===== config.mk =====
export PLATFORM = sky130hd
export DESIGN_NAME = dfwb_ctrl
export DESIGN_NICKNAME = d
export VERILOG_FILES = /design/src/rtl/core/dfwb_pkg.sv /design/src/rtl/core/dfwb_ctrl.sv
export SDC_FILE = /design/constraint.sdc
export NUM_CORES = 1
export LEC_CHECK = 0
export BUFFER_PORTS_ARGS = -buffer_cell sky130_fd_sc_hd__buf_2
export CORE_ASPECT_RATIO = 0.6
export CORE_MARGIN = 3
export CORE_UTILIZATION = 40
export DETAILED_ROUTE_END_ITERATION = 8
export GPL_TIMING_DRIVEN = 0
export PLACE_DENSITY_LB_ADDON = 0.12
export SLEW_MARGIN = 10
export SYNTH_ARGS = -nofsm -noshare
export SYNTH_HDL_FRONTEND = slang
export SYNTH_SLANG_ARGS = --single-unit

===== constraint.sdc =====
create_clock -name clk -period 1.95 [get_ports clk]
set_input_delay 0.39 -clock clk [delete_from_list [all_inputs] [get_ports clk]]
set_output_delay 0.39 -clock clk [all_outputs]
set_load 0.1 [all_outputs]

===== src/rtl/core/dfwb_pkg.sv =====
// ----------------------------------------------------------------------------
// dfwb_pkg
// Shared types and constants of the distance falloff weight blur block.
// ----------------------------------------------------------------------------
`default_nettype none
package dfwb_pkg;

  localparam int COORD_W = 24;
  localparam int DIST_W  = 24;
  localparam int BONE_W  = 10;
  localparam int WGT_W   = 16;
  localparam int OWGT_W  = 32;
  localparam int VCNT_W  = 13;
  localparam int IDX_W   = 12;
  localparam int RAD_W   = 50;
  localparam int NUM_W   = WGT_W + DIST_W;
  localparam int CFG_IDX_W = 2;
  localparam int CFG_DATA_W = 24;

  localparam logic [1:0] OP_LOAD   = 2'd0;
  localparam logic [1:0] OP_APPEND = 2'd1;
  localparam logic [1:0] OP_QUERY  = 2'd2;
  localparam logic [1:0] OP_NOP    = 2'd3;

  localparam logic [CFG_IDX_W-1:0] CFG_VERTEX_COUNT = 2'd0;
  localparam logic [CFG_IDX_W-1:0] CFG_MIN_DISTANCE = 2'd1;
  localparam logic [CFG_IDX_W-1:0] CFG_MAX_DISTANCE = 2'd2;

  typedef struct packed {
    logic [1:0]                opcode;
    logic [IDX_W-1:0]          vertex_index;
    logic signed [COORD_W-1:0] pos_x;
    logic signed [COORD_W-1:0] pos_y;
    logic signed [COORD_W-1:0] pos_z;
    logic [BONE_W-1:0]         bone_id;
    logic [WGT_W-1:0]          bone_weight;
  } in_item_t;

  typedef struct packed {
    logic [BONE_W-1:0] out_bone;
    logic [OWGT_W-1:0] out_weight;
    logic              last;
    logic              empty_res;
    logic              overflow;
  } out_item_t;

  typedef struct packed {
    logic clr_wr;
    logic take;
    logic load_wr;
    logic app_rd;
    logic app_wr;
    logic q_init;
    logic q_lat;
    logic v_rd;
    logic v_lat;
    logic mul;
    logic sq_init;
    logic sq_step;
    logic cls;
    logic e_rd;
    logic e_lat;
    logic div_mul;
    logic div_step;
    logic div_done;
    logic m_rd;
    logic m_cmp;
    logic k_next;
    logic v_next;
    logic emit;
    logic o_empty;
    logic o_rd;
    logic o_ld;
  } cmd_t;

  typedef struct packed {
    logic [1:0] op;
    logic       clr_last;
    logic       in_range;
    logic       q_ok;
    logic       cnt_full;
    logic       mul_last;
    logic       sq_last;
    logic       skip;
    logic       full;
    logic       div_last;
    logic       m_end;
    logic       m_hit;
    logic       k_more;
    logic       v_more;
    logic       used_zero;
    logic       o_last;
    logic       out_free;
  } sts_t;

endpackage
`default_nettype wire


===== src/rtl/core/dfwb_ctrl.sv =====
// ----------------------------------------------------------------------------
// dfwb_ctrl
// Sequencer: clear pass, load and append, query scan, merge and emit.
// ----------------------------------------------------------------------------
`default_nettype none
module dfwb_ctrl
  import dfwb_pkg::*;
(
  input  wire logic clk,
  input  wire logic rst_n,
  input  wire logic in_valid,
  output logic      in_stall,
  input  wire sts_t sts,
  output cmd_t      cmd
);

  localparam logic [4:0] ST_CLR     = 5'd0;
  localparam logic [4:0] ST_IDLE    = 5'd1;
  localparam logic [4:0] ST_LOAD    = 5'd2;
  localparam logic [4:0] ST_APP_RD  = 5'd3;
  localparam logic [4:0] ST_APP_WR  = 5'd4;
  localparam logic [4:0] ST_Q_INIT  = 5'd5;
  localparam logic [4:0] ST_Q_LAT   = 5'd6;
  localparam logic [4:0] ST_V_RD    = 5'd7;
  localparam logic [4:0] ST_V_LAT   = 5'd8;
  localparam logic [4:0] ST_MUL     = 5'd9;
  localparam logic [4:0] ST_SQ_INIT = 5'd10;
  localparam logic [4:0] ST_SQRT    = 5'd11;
  localparam logic [4:0] ST_CLASS   = 5'd12;
  localparam logic [4:0] ST_E_RD    = 5'd13;
  localparam logic [4:0] ST_E_LAT   = 5'd14;
  localparam logic [4:0] ST_DIV_MUL = 5'd15;
  localparam logic [4:0] ST_DIV     = 5'd16;
  localparam logic [4:0] ST_DIV_END = 5'd17;
  localparam logic [4:0] ST_M_RD    = 5'd18;
  localparam logic [4:0] ST_M_CMP   = 5'd19;
  localparam logic [4:0] ST_K_NEXT  = 5'd20;
  localparam logic [4:0] ST_V_NEXT  = 5'd21;
  localparam logic [4:0] ST_EMIT    = 5'd22;
  localparam logic [4:0] ST_O_EMPTY = 5'd23;
  localparam logic [4:0] ST_O_RD    = 5'd24;
  localparam logic [4:0] ST_O_LD    = 5'd25;

  logic [4:0] state_r, state_nxt;

  assign in_stall = (state_r != ST_IDLE);

  always_comb begin
    cmd       = '0;
    state_nxt = state_r;
    unique case (state_r)
      ST_CLR: begin
        cmd.clr_wr = 1'b1;
        if (sts.clr_last) state_nxt = ST_IDLE;
      end
      ST_IDLE: begin
        cmd.take = in_valid;
        if (in_valid) begin
          unique case (sts.op)
            OP_LOAD:   state_nxt = ST_LOAD;
            OP_APPEND: state_nxt = ST_APP_RD;
            OP_QUERY:  state_nxt = ST_Q_INIT;
            OP_NOP:    state_nxt = ST_IDLE;
          endcase
        end
      end
      ST_LOAD: begin
        cmd.load_wr = 1'b1;
        state_nxt   = ST_IDLE;
      end
      ST_APP_RD: begin
        cmd.app_rd = 1'b1;
        state_nxt  = sts.in_range ? ST_APP_WR : ST_IDLE;
      end
      ST_APP_WR: begin
        cmd.app_wr = 1'b1;
        state_nxt  = ST_IDLE;
      end
      ST_Q_INIT: begin
        cmd.q_init = 1'b1;
        state_nxt  = sts.q_ok ? ST_Q_LAT : ST_EMIT;
      end
      ST_Q_LAT: begin
        cmd.q_lat = 1'b1;
        state_nxt = ST_V_RD;
      end
      ST_V_RD: begin
        cmd.v_rd  = 1'b1;
        state_nxt = ST_V_LAT;
      end
      ST_V_LAT: begin
        cmd.v_lat = 1'b1;
        state_nxt = ST_MUL;
      end
      ST_MUL: begin
        cmd.mul = 1'b1;
        if (sts.mul_last) state_nxt = ST_SQ_INIT;
      end
      ST_SQ_INIT: begin
        cmd.sq_init = 1'b1;
        state_nxt   = ST_SQRT;
      end
      ST_SQRT: begin
        cmd.sq_step = 1'b1;
        if (sts.sq_last) state_nxt = ST_CLASS;
      end
      ST_CLASS: begin
        cmd.cls   = 1'b1;
        state_nxt = sts.skip ? ST_V_NEXT : ST_E_RD;
      end
      ST_E_RD: begin
        cmd.e_rd  = 1'b1;
        state_nxt = ST_E_LAT;
      end
      ST_E_LAT: begin
        cmd.e_lat = 1'b1;
        state_nxt = sts.full ? ST_M_RD : ST_DIV_MUL;
      end
      ST_DIV_MUL: begin
        cmd.div_mul = 1'b1;
        state_nxt   = ST_DIV;
      end
      ST_DIV: begin
        cmd.div_step = 1'b1;
        if (sts.div_last) state_nxt = ST_DIV_END;
      end
      ST_DIV_END: begin
        cmd.div_done = 1'b1;
        state_nxt    = ST_M_RD;
      end
      ST_M_RD: begin
        cmd.m_rd  = 1'b1;
        state_nxt = sts.m_end ? ST_K_NEXT : ST_M_CMP;
      end
      ST_M_CMP: begin
        cmd.m_cmp = 1'b1;
        state_nxt = sts.m_hit ? ST_K_NEXT : ST_M_RD;
      end
      ST_K_NEXT: begin
        cmd.k_next = 1'b1;
        state_nxt  = sts.k_more ? ST_E_RD : ST_V_NEXT;
      end
      ST_V_NEXT: begin
        cmd.v_next = 1'b1;
        state_nxt  = sts.v_more ? ST_V_RD : ST_EMIT;
      end
      ST_EMIT: begin
        cmd.emit  = 1'b1;
        state_nxt = sts.used_zero ? ST_O_EMPTY : ST_O_RD;
      end
      ST_O_EMPTY: begin
        cmd.o_empty = sts.out_free;
        if (sts.out_free) state_nxt = ST_IDLE;
      end
      ST_O_RD: begin
        cmd.o_rd  = 1'b1;
        state_nxt = ST_O_LD;
      end
      ST_O_LD: begin
        cmd.o_ld = sts.out_free;
        if (sts.out_free) state_nxt = sts.o_last ? ST_IDLE : ST_O_RD;
      end
      default: state_nxt = ST_IDLE;
    endcase
  end

  always_ff @(posedge clk) begin
    if (!rst_n) begin
      state_r <= ST_CLR;
    end else begin
      state_r <= state_nxt;
    end
  end

endmodule
`default_nettype wire


==> results of run 1 <==
## kinds of logic (layout without fill, tap and decap cells)
family	count (synthesis)	after routing	synth area share [%]
AOI/OAI and AO/OA	45	45	31.5
and+or+nand+nor	80	80	43.0
muxes	4	4	4.25
DFF	5	5	10.0
buffers and inverters	23	81	11.2
## worst max-delay path, cell delays in order (launching register included)
cell and delay [ns]:
dfxtp_2 0.32, buf_6 0.12, or3b_4 0.42, or2_4 0.28
nor2_4 0.11, buf_12 0.18
## cells in the final DEF (no fill, tap or decap), types with 5 or more instances in the layout
master / count
nor3_4: 6
a21oi_1: 7
clkbuf_8: 5
buf_12: 9
nand2b_1: 7
nor2_2: 5
buf_2: 22
buf_6: 20
nor2_4: 14
nor2_1: 6
o21ai_0: 8
nand2_1: 7
buf_4: 15
## area by class of cell
type                    instances  area [sq um]  area share, %
multi-input cells             129          1020           52.9
repair buffers                 55           513           26.5
plain buffers                  18           199           10.3
flip-flops and latches          5           104           5.36
clock buffers                   4          45.0           2.32
well taps                      30          37.5           1.94
inverters                       4          15.0          0.775
## metrics by stage
step / util [%] / setup TNS, ns / power [mW] / setup WS, ns
floorplan: - / -1.83 / 0.334 / -0.250
global placement: 69.2 / -0.581 / 0.392 / -0.160
detailed placement: 69.2 / -0.796 / 0.395 / -0.168
CTS: 78.9 / -0.558 / 0.612 / -0.124
global route: 85.7 / -0.418 / 0.674 / -0.120
finish: 85.7 / -0.131 / 0.648 / -0.0893
## power breakdown
part / switching (mW) / leakage, nW / internal [mW]
Combinational: 0.206 / 0.672 / 0.140
Clock: 0.0510 / 0.0228 / 0.140
Sequential: 0.00299 / 0.0419 / 0.107
Total: 0.260 / 0.737 / 0.388
## metal layers
metal	vias to the layer above	global-route usage, %	share of wire (%)
li1	691	-	-
met1	706	36.5	39
met2	123	41.1	46
met3	18	6.67	12
met4	0	7.12	2.7
met5	-	0	0
## worst max-delay path by stage
| stage | endpoint | slack, ns | cells after the start | from |
|---|---|---|---|---|
| after floorplan | cmd[0] | -0.25 | 4 | state_r[1]$_SDFFE_PN0P_ |
| after global placement | cmd[2] | -0.16 | 5 | state_r[1]$_SDFFE_PN0P_ |
| after detailed placement | cmd[2] | -0.17 | 5 | state_r[1]$_SDFFE_PN0P_ |
| after CTS | cmd[24] | -0.12 | 5 | state_r[0]$_SDFFE_PN0P_ |
| after global routing | cmd[24] | -0.12 | 5 | state_r[0]$_SDFFE_PN0P_ |
| final | cmd[24] | -0.09 | 5 | state_r[0]$_SDFFE_PN0P_ |
## synth_stat cells, types with 2 or more instances
cell	instances
dfxtp_1	5
o21a_1	2
and3b_1	2
o32ai_1	3
o22ai_1	2
inv_1	4
a21oi_1	7
mux2_2	2
or3_1	4
buf_4	3
nand2b_1	8
a31o_2	2
or2_2	3
nor2_1	25
clkbuf_1	3
o21ai_0	8
nor4_1	3
nor3_1	9
nor3b_1	2
nand4_1	2
nand2_1	9
buf_2	12
a31oi_1	3
a21o_1	4
mux2i_1	2
nand3_1	4
nor2b_1	2
a211oi_1	3
## what timing repair did
action | 4_1_cts | 5_1_grt
hold buffers | 0 | 0
endpoints found under the hold margin | 0 | 0
setup endpoints to repair | 27 | 25
resized for setup | 48 | 30
gates cloned | 0 | 0
pin swaps | 3 | 1
buffers inserted | 4 | 5
==> reports/results.ini, run 1 <==
[status]
status = finished with violations
violations = negative setup slack

[global_route]
grt_pass1_vias = 1315
grt_pass1_wl_mm = 6.58
grt_usage_pct = 26.3
overflow = 0
grt_max_degree = 11
antenna_found_initial = 0

[sta]
slew_viol_final = 0
fmax_ghz = 0.490
fin_worst_skew_ns = 0.00152
fin_crit_ns = 2.04
hold_ws_ns = 0.453
worst_pin_slew_ns = 0.505
relSlewSlack_pct = 66.3
rsz0062_at_grt = yes
period_share_pct = 105
worst_slack_ns = -0.0893
setup_viol = 3
hold_viol = 0

[yosys]
syn-cell-area_sq_um = 1000
synth.avg_cell_area_sq_um = 6.38
ys_ff_latch = 5
async_flop_share_pct = 0
syn-instance-count = 157
synth.distinct_cells = 47
yosys_warnings = 0
ys.flop_type = dfxtp_1
synth_top_area_share_pct = 10.0
synth_edf_count = 0
ys_top_cells_by_area = dfxtp_1, nor2_1, buf_2
yosysTopAreaCell = dfxtp_1
synth_seq_area_share_pct = 10.0
synth_fp_nets = 178

[finish]
layout-drive-gt1-share_pct = 55.8
top_register = state_r
fin_nets = 237
fillCellCount = 124
largest_reg_flops = 5
reg_top3 = state_r: 5 flops
design_area_sq_um = 1940
antenna-diode-count = 0
stdcell_count = 245
syn_to_final_growth_pct = 93.6

[drt]
first_pass_iters = 5
vias_per_cell = 6.28
vias = 1538
wirelength_mm = 4.56
wire_per_inst_um = 18.6
drc = 0
drt_iter0_markers = 221
antenna_left = 0

[floorplanning]
initial_core_util_pct = 44.3
die_h_um = 44.8
core_area_sq_um = 2260
pin_count = 48
num_rows = 13
die_w_um = 70.6
die_area_sq_um = 3160

[hold_path]
min_path_cells = 2
hp-class = input pin to register
hp-start = rst_n
min_to = state_r[0]$_SDFFE_PN0P_

[clock_network]
clockBufferDepth = 2
htreeDepth = 1
cts_root_buffer = clkbuf_8
cts_tree = done
clk_latency_ns = 0.22
cts_buffers = 3
clk_pin_slew_worst_paths_ns = 0.03
clock-sinks = 5

[worst_setup_path]
worstSetupStartpointType = register
rr_worst_depth = 7
worst-path-max-fanout = 6
timing.rr.end = state_r[1]$_SDFFE_PN0P_
arrival_ns = 1.65
regToRegSetupSlack_ns = 0.10
end_kind = primary output
path_class = register to primary output
critPathRequiredTime_ns = 1.56
timing.rr.start = state_r[0]$_SDFFE_PN0P_

[placed_design]
dp_hpwl_mm = 2.92
placed_cell_area_sq_um = 1570
dpl.cell_count = 233
portBuffers = 46
gp_congestion = 0.984

[power_and_ir_drop]
powerDensity_nw_per_um2 = 334
ir_drop_v = 0.000600
power_leakage_nw = 0.737

[flow_run]
drv_cap = 0

No activity file was read; power rests on OpenSTA's default activity.
==> run 2: changes to the inputs <==
--- a/config.mk
+++ b/config.mk
@@ -5,11 +5,11 @@
 export SDC_FILE = /design/constraint.sdc
 export NUM_CORES = 1
 export LEC_CHECK = 0
-export BUFFER_PORTS_ARGS = -buffer_cell sky130_fd_sc_hd__buf_2
 export CORE_ASPECT_RATIO = 0.6
 export CORE_MARGIN = 3
 export CORE_UTILIZATION = 40
 export DETAILED_ROUTE_END_ITERATION = 8
+export DONT_BUFFER_PORTS = 1
 export GPL_TIMING_DRIVEN = 0
 export PLACE_DENSITY_LB_ADDON = 0.12
 export SLEW_MARGIN = 10
==> run 2 against run 1 <==
Compared with the run above:
- the flow still finishes with violations (negative setup slack)
- routed wire length rose by 31%
- combinational power rose by 3%
- sequential power barely moved
- utilization did not move
- hold slack got worse by 0.13 ns
- non-clock buffer count fell by 20
- via count rose by 7.3%
- final cell count fell by 8.2%
- largest cell class unchanged
- highest routed layer unchanged
==> reports/results.ini, run 2 (same netlist as run 1, synthesis figures left out) <==
[worst_setup_path]
worstSetupStartpointType = register
critPathRequiredTime_ns = 1.56
arrival_ns = 1.99
slowest_delay_ns = 1.09
cp_cell_sequence = buf_6 > nand2b_4 > buf_6 > nor4_4
crit_top_cell = buf_6
worst-path-max-fanout = 2
critPathSlowestCell = nor4_4
worst-path-buf-inv = 2
path_class = register to primary output
critPathTopFamily = simple AND/OR/NAND/NOR gates
end_kind = primary output

[global_route]
grt_pass1_vias = 1306
grt_util_met2_pct = 47.0
overflow = 0
grt_pass1_wl_mm = 7.10
antenna_found_initial = 0
grt.busiest_layer = met2
grt_max_degree = 20
use_met3_pct = 7.56
grtUsageMet1_pct = 39.3
grt_usage_pct = 29.3

[clock_network]
postCtsHoldBufs = 0
cts_buffers = 3
htreeDepth = 1
clock-sinks = 5
clk_latency_ns = 0.22
cts_root_buffer = clkbuf_8
clk_pin_slew_worst_paths_ns = 0.03
cts_tree = done
clockBufferDepth = 2

[status]
status = finished with violations
violations = negative setup slack

[placed_design]
place_ws_ns = -0.403
dp_hpwl_mm = 2.78
gp_congestion = 0.932
portBuffers = 0

[floorplanning]
core_area_sq_um = 2260
die_h_um = 44.8
pin_count = 48
initial_core_util_pct = 44.3
die_area_sq_um = 3160
die_w_um = 70.6
num_rows = 13

[drt]
wirelength_mm = 5.97
wire_per_inst_um = 26.5
vias = 1650
first_pass_iters = 5
vias_per_cell = 7.33
drc = 0
drt_iter0_markers = 389
antenna_left = 0

[finish]
mostFrequentLayoutCells = buf_6, nor2_4, buf_4
utilization_pct = 85.7
fin_nets = 217
reg_top3 = state_r: 5 flops
largest_reg_flops = 5
layout_commonest_cell = buf_6
antenna-diode-count = 0
layout-drive-gt1-share_pct = 58.5
syn_to_final_growth_pct = 93.6
fillCellCount = 115
top_register = state_r

[flow_run]
drv_cap = 0

[hold_path]
hp-class = input pin to register

[sta]
rsz0062_at_grt = yes
slew_viol_final = 0
fin_crit_ns = 2.38
setup_viol = 30
fmax_ghz = 0.421
period_share_pct = 122
hold_viol = 0
worst_pin_slew_ns = 1.32
fin_worst_skew_ns = 0.00200
relSlewSlack_pct = 11.6
hold_ws_ns = 0.324
worst_slack_ns = -0.427

[power_and_ir_drop]
powerDensity_nw_per_um2 = 339
power_leakage_nw = 0.670
ir_drop_v = 0.000409

-- run 2: cell count changes in the layout (fill, tap and decap cells not counted), moves of 4 or more --
cell     delta
buf_12      -6
buf_4       +4
nor2_4      +5
buf_2      -21
buf_8       +4
dfxtp_4     +4
nor2_2      -5
-- run 2: what timing repair did --
action / in CTS / in global routing
setup buffers: 25 / 16
setup endpoints to repair: 26 / 29
pin swaps: 26 / 25
resized for setup: 37 / 44
gates cloned: 0 / 0
-- run 2: final timing paths --
| kind | startpoint | end | slack [ns] | depth (start not counted) |
|---|---|---|---|---|
| min reg2reg | state_r[1]$_SDFFE_PN0P_ | state_r[1]$_SDFFE_PN0P_ | 0.85 | 4 |
| min | rst_n | state_r[0]$_SDFFE_PN0P_ | 0.32 | 1 |
| max reg2reg | state_r[2]$_SDFFE_PN0P_ | state_r[0]$_SDFFE_PN0P_ | -0.25 | 9 |
| max | state_r[2]$_SDFFE_PN0P_ | cmd[0] | -0.43 | 4 |
-- run 2: layout make-up --
cell class              instances  area, sq um  area share (%)
inverters                       4         15.0           0.775
plain buffers                  15          196            10.1
clock buffers                   4         45.0            2.32
multi-input cells             129         1150            59.1
repair buffers                 38          382            19.7
flip-flops and latches          5          116            6.00
well taps                      30         37.5            1.94
-- run 2: per-layer routing --
layer,part of all wire (%),up-vias
met2,41,193
met5,0,-
met4,8.4,0
met1,35,741
li1,-,656
met3,16,60
-- run 2: through the flow --
step / cell area [sq um] / total power [mW] / setup TNS (ns) / cells
finish: 1940 / 0.658 / -6.43 / 225
global route: 1940 / 0.681 / -7.40 / 225
CTS: 1700 / 0.609 / -6.09 / 214
detailed placement: 1340 / 0.364 / -3.29 / 187
global placement: 1340 / 0.363 / -3.11 / 187
floorplan: 1300 / 0.334 / -1.83 / 157
-- run 2: where the power goes --
group	switching, mW	internal (mW)
clock	0.0499	0.140
combinational	0.220	0.137
sequential	0.00662	0.104
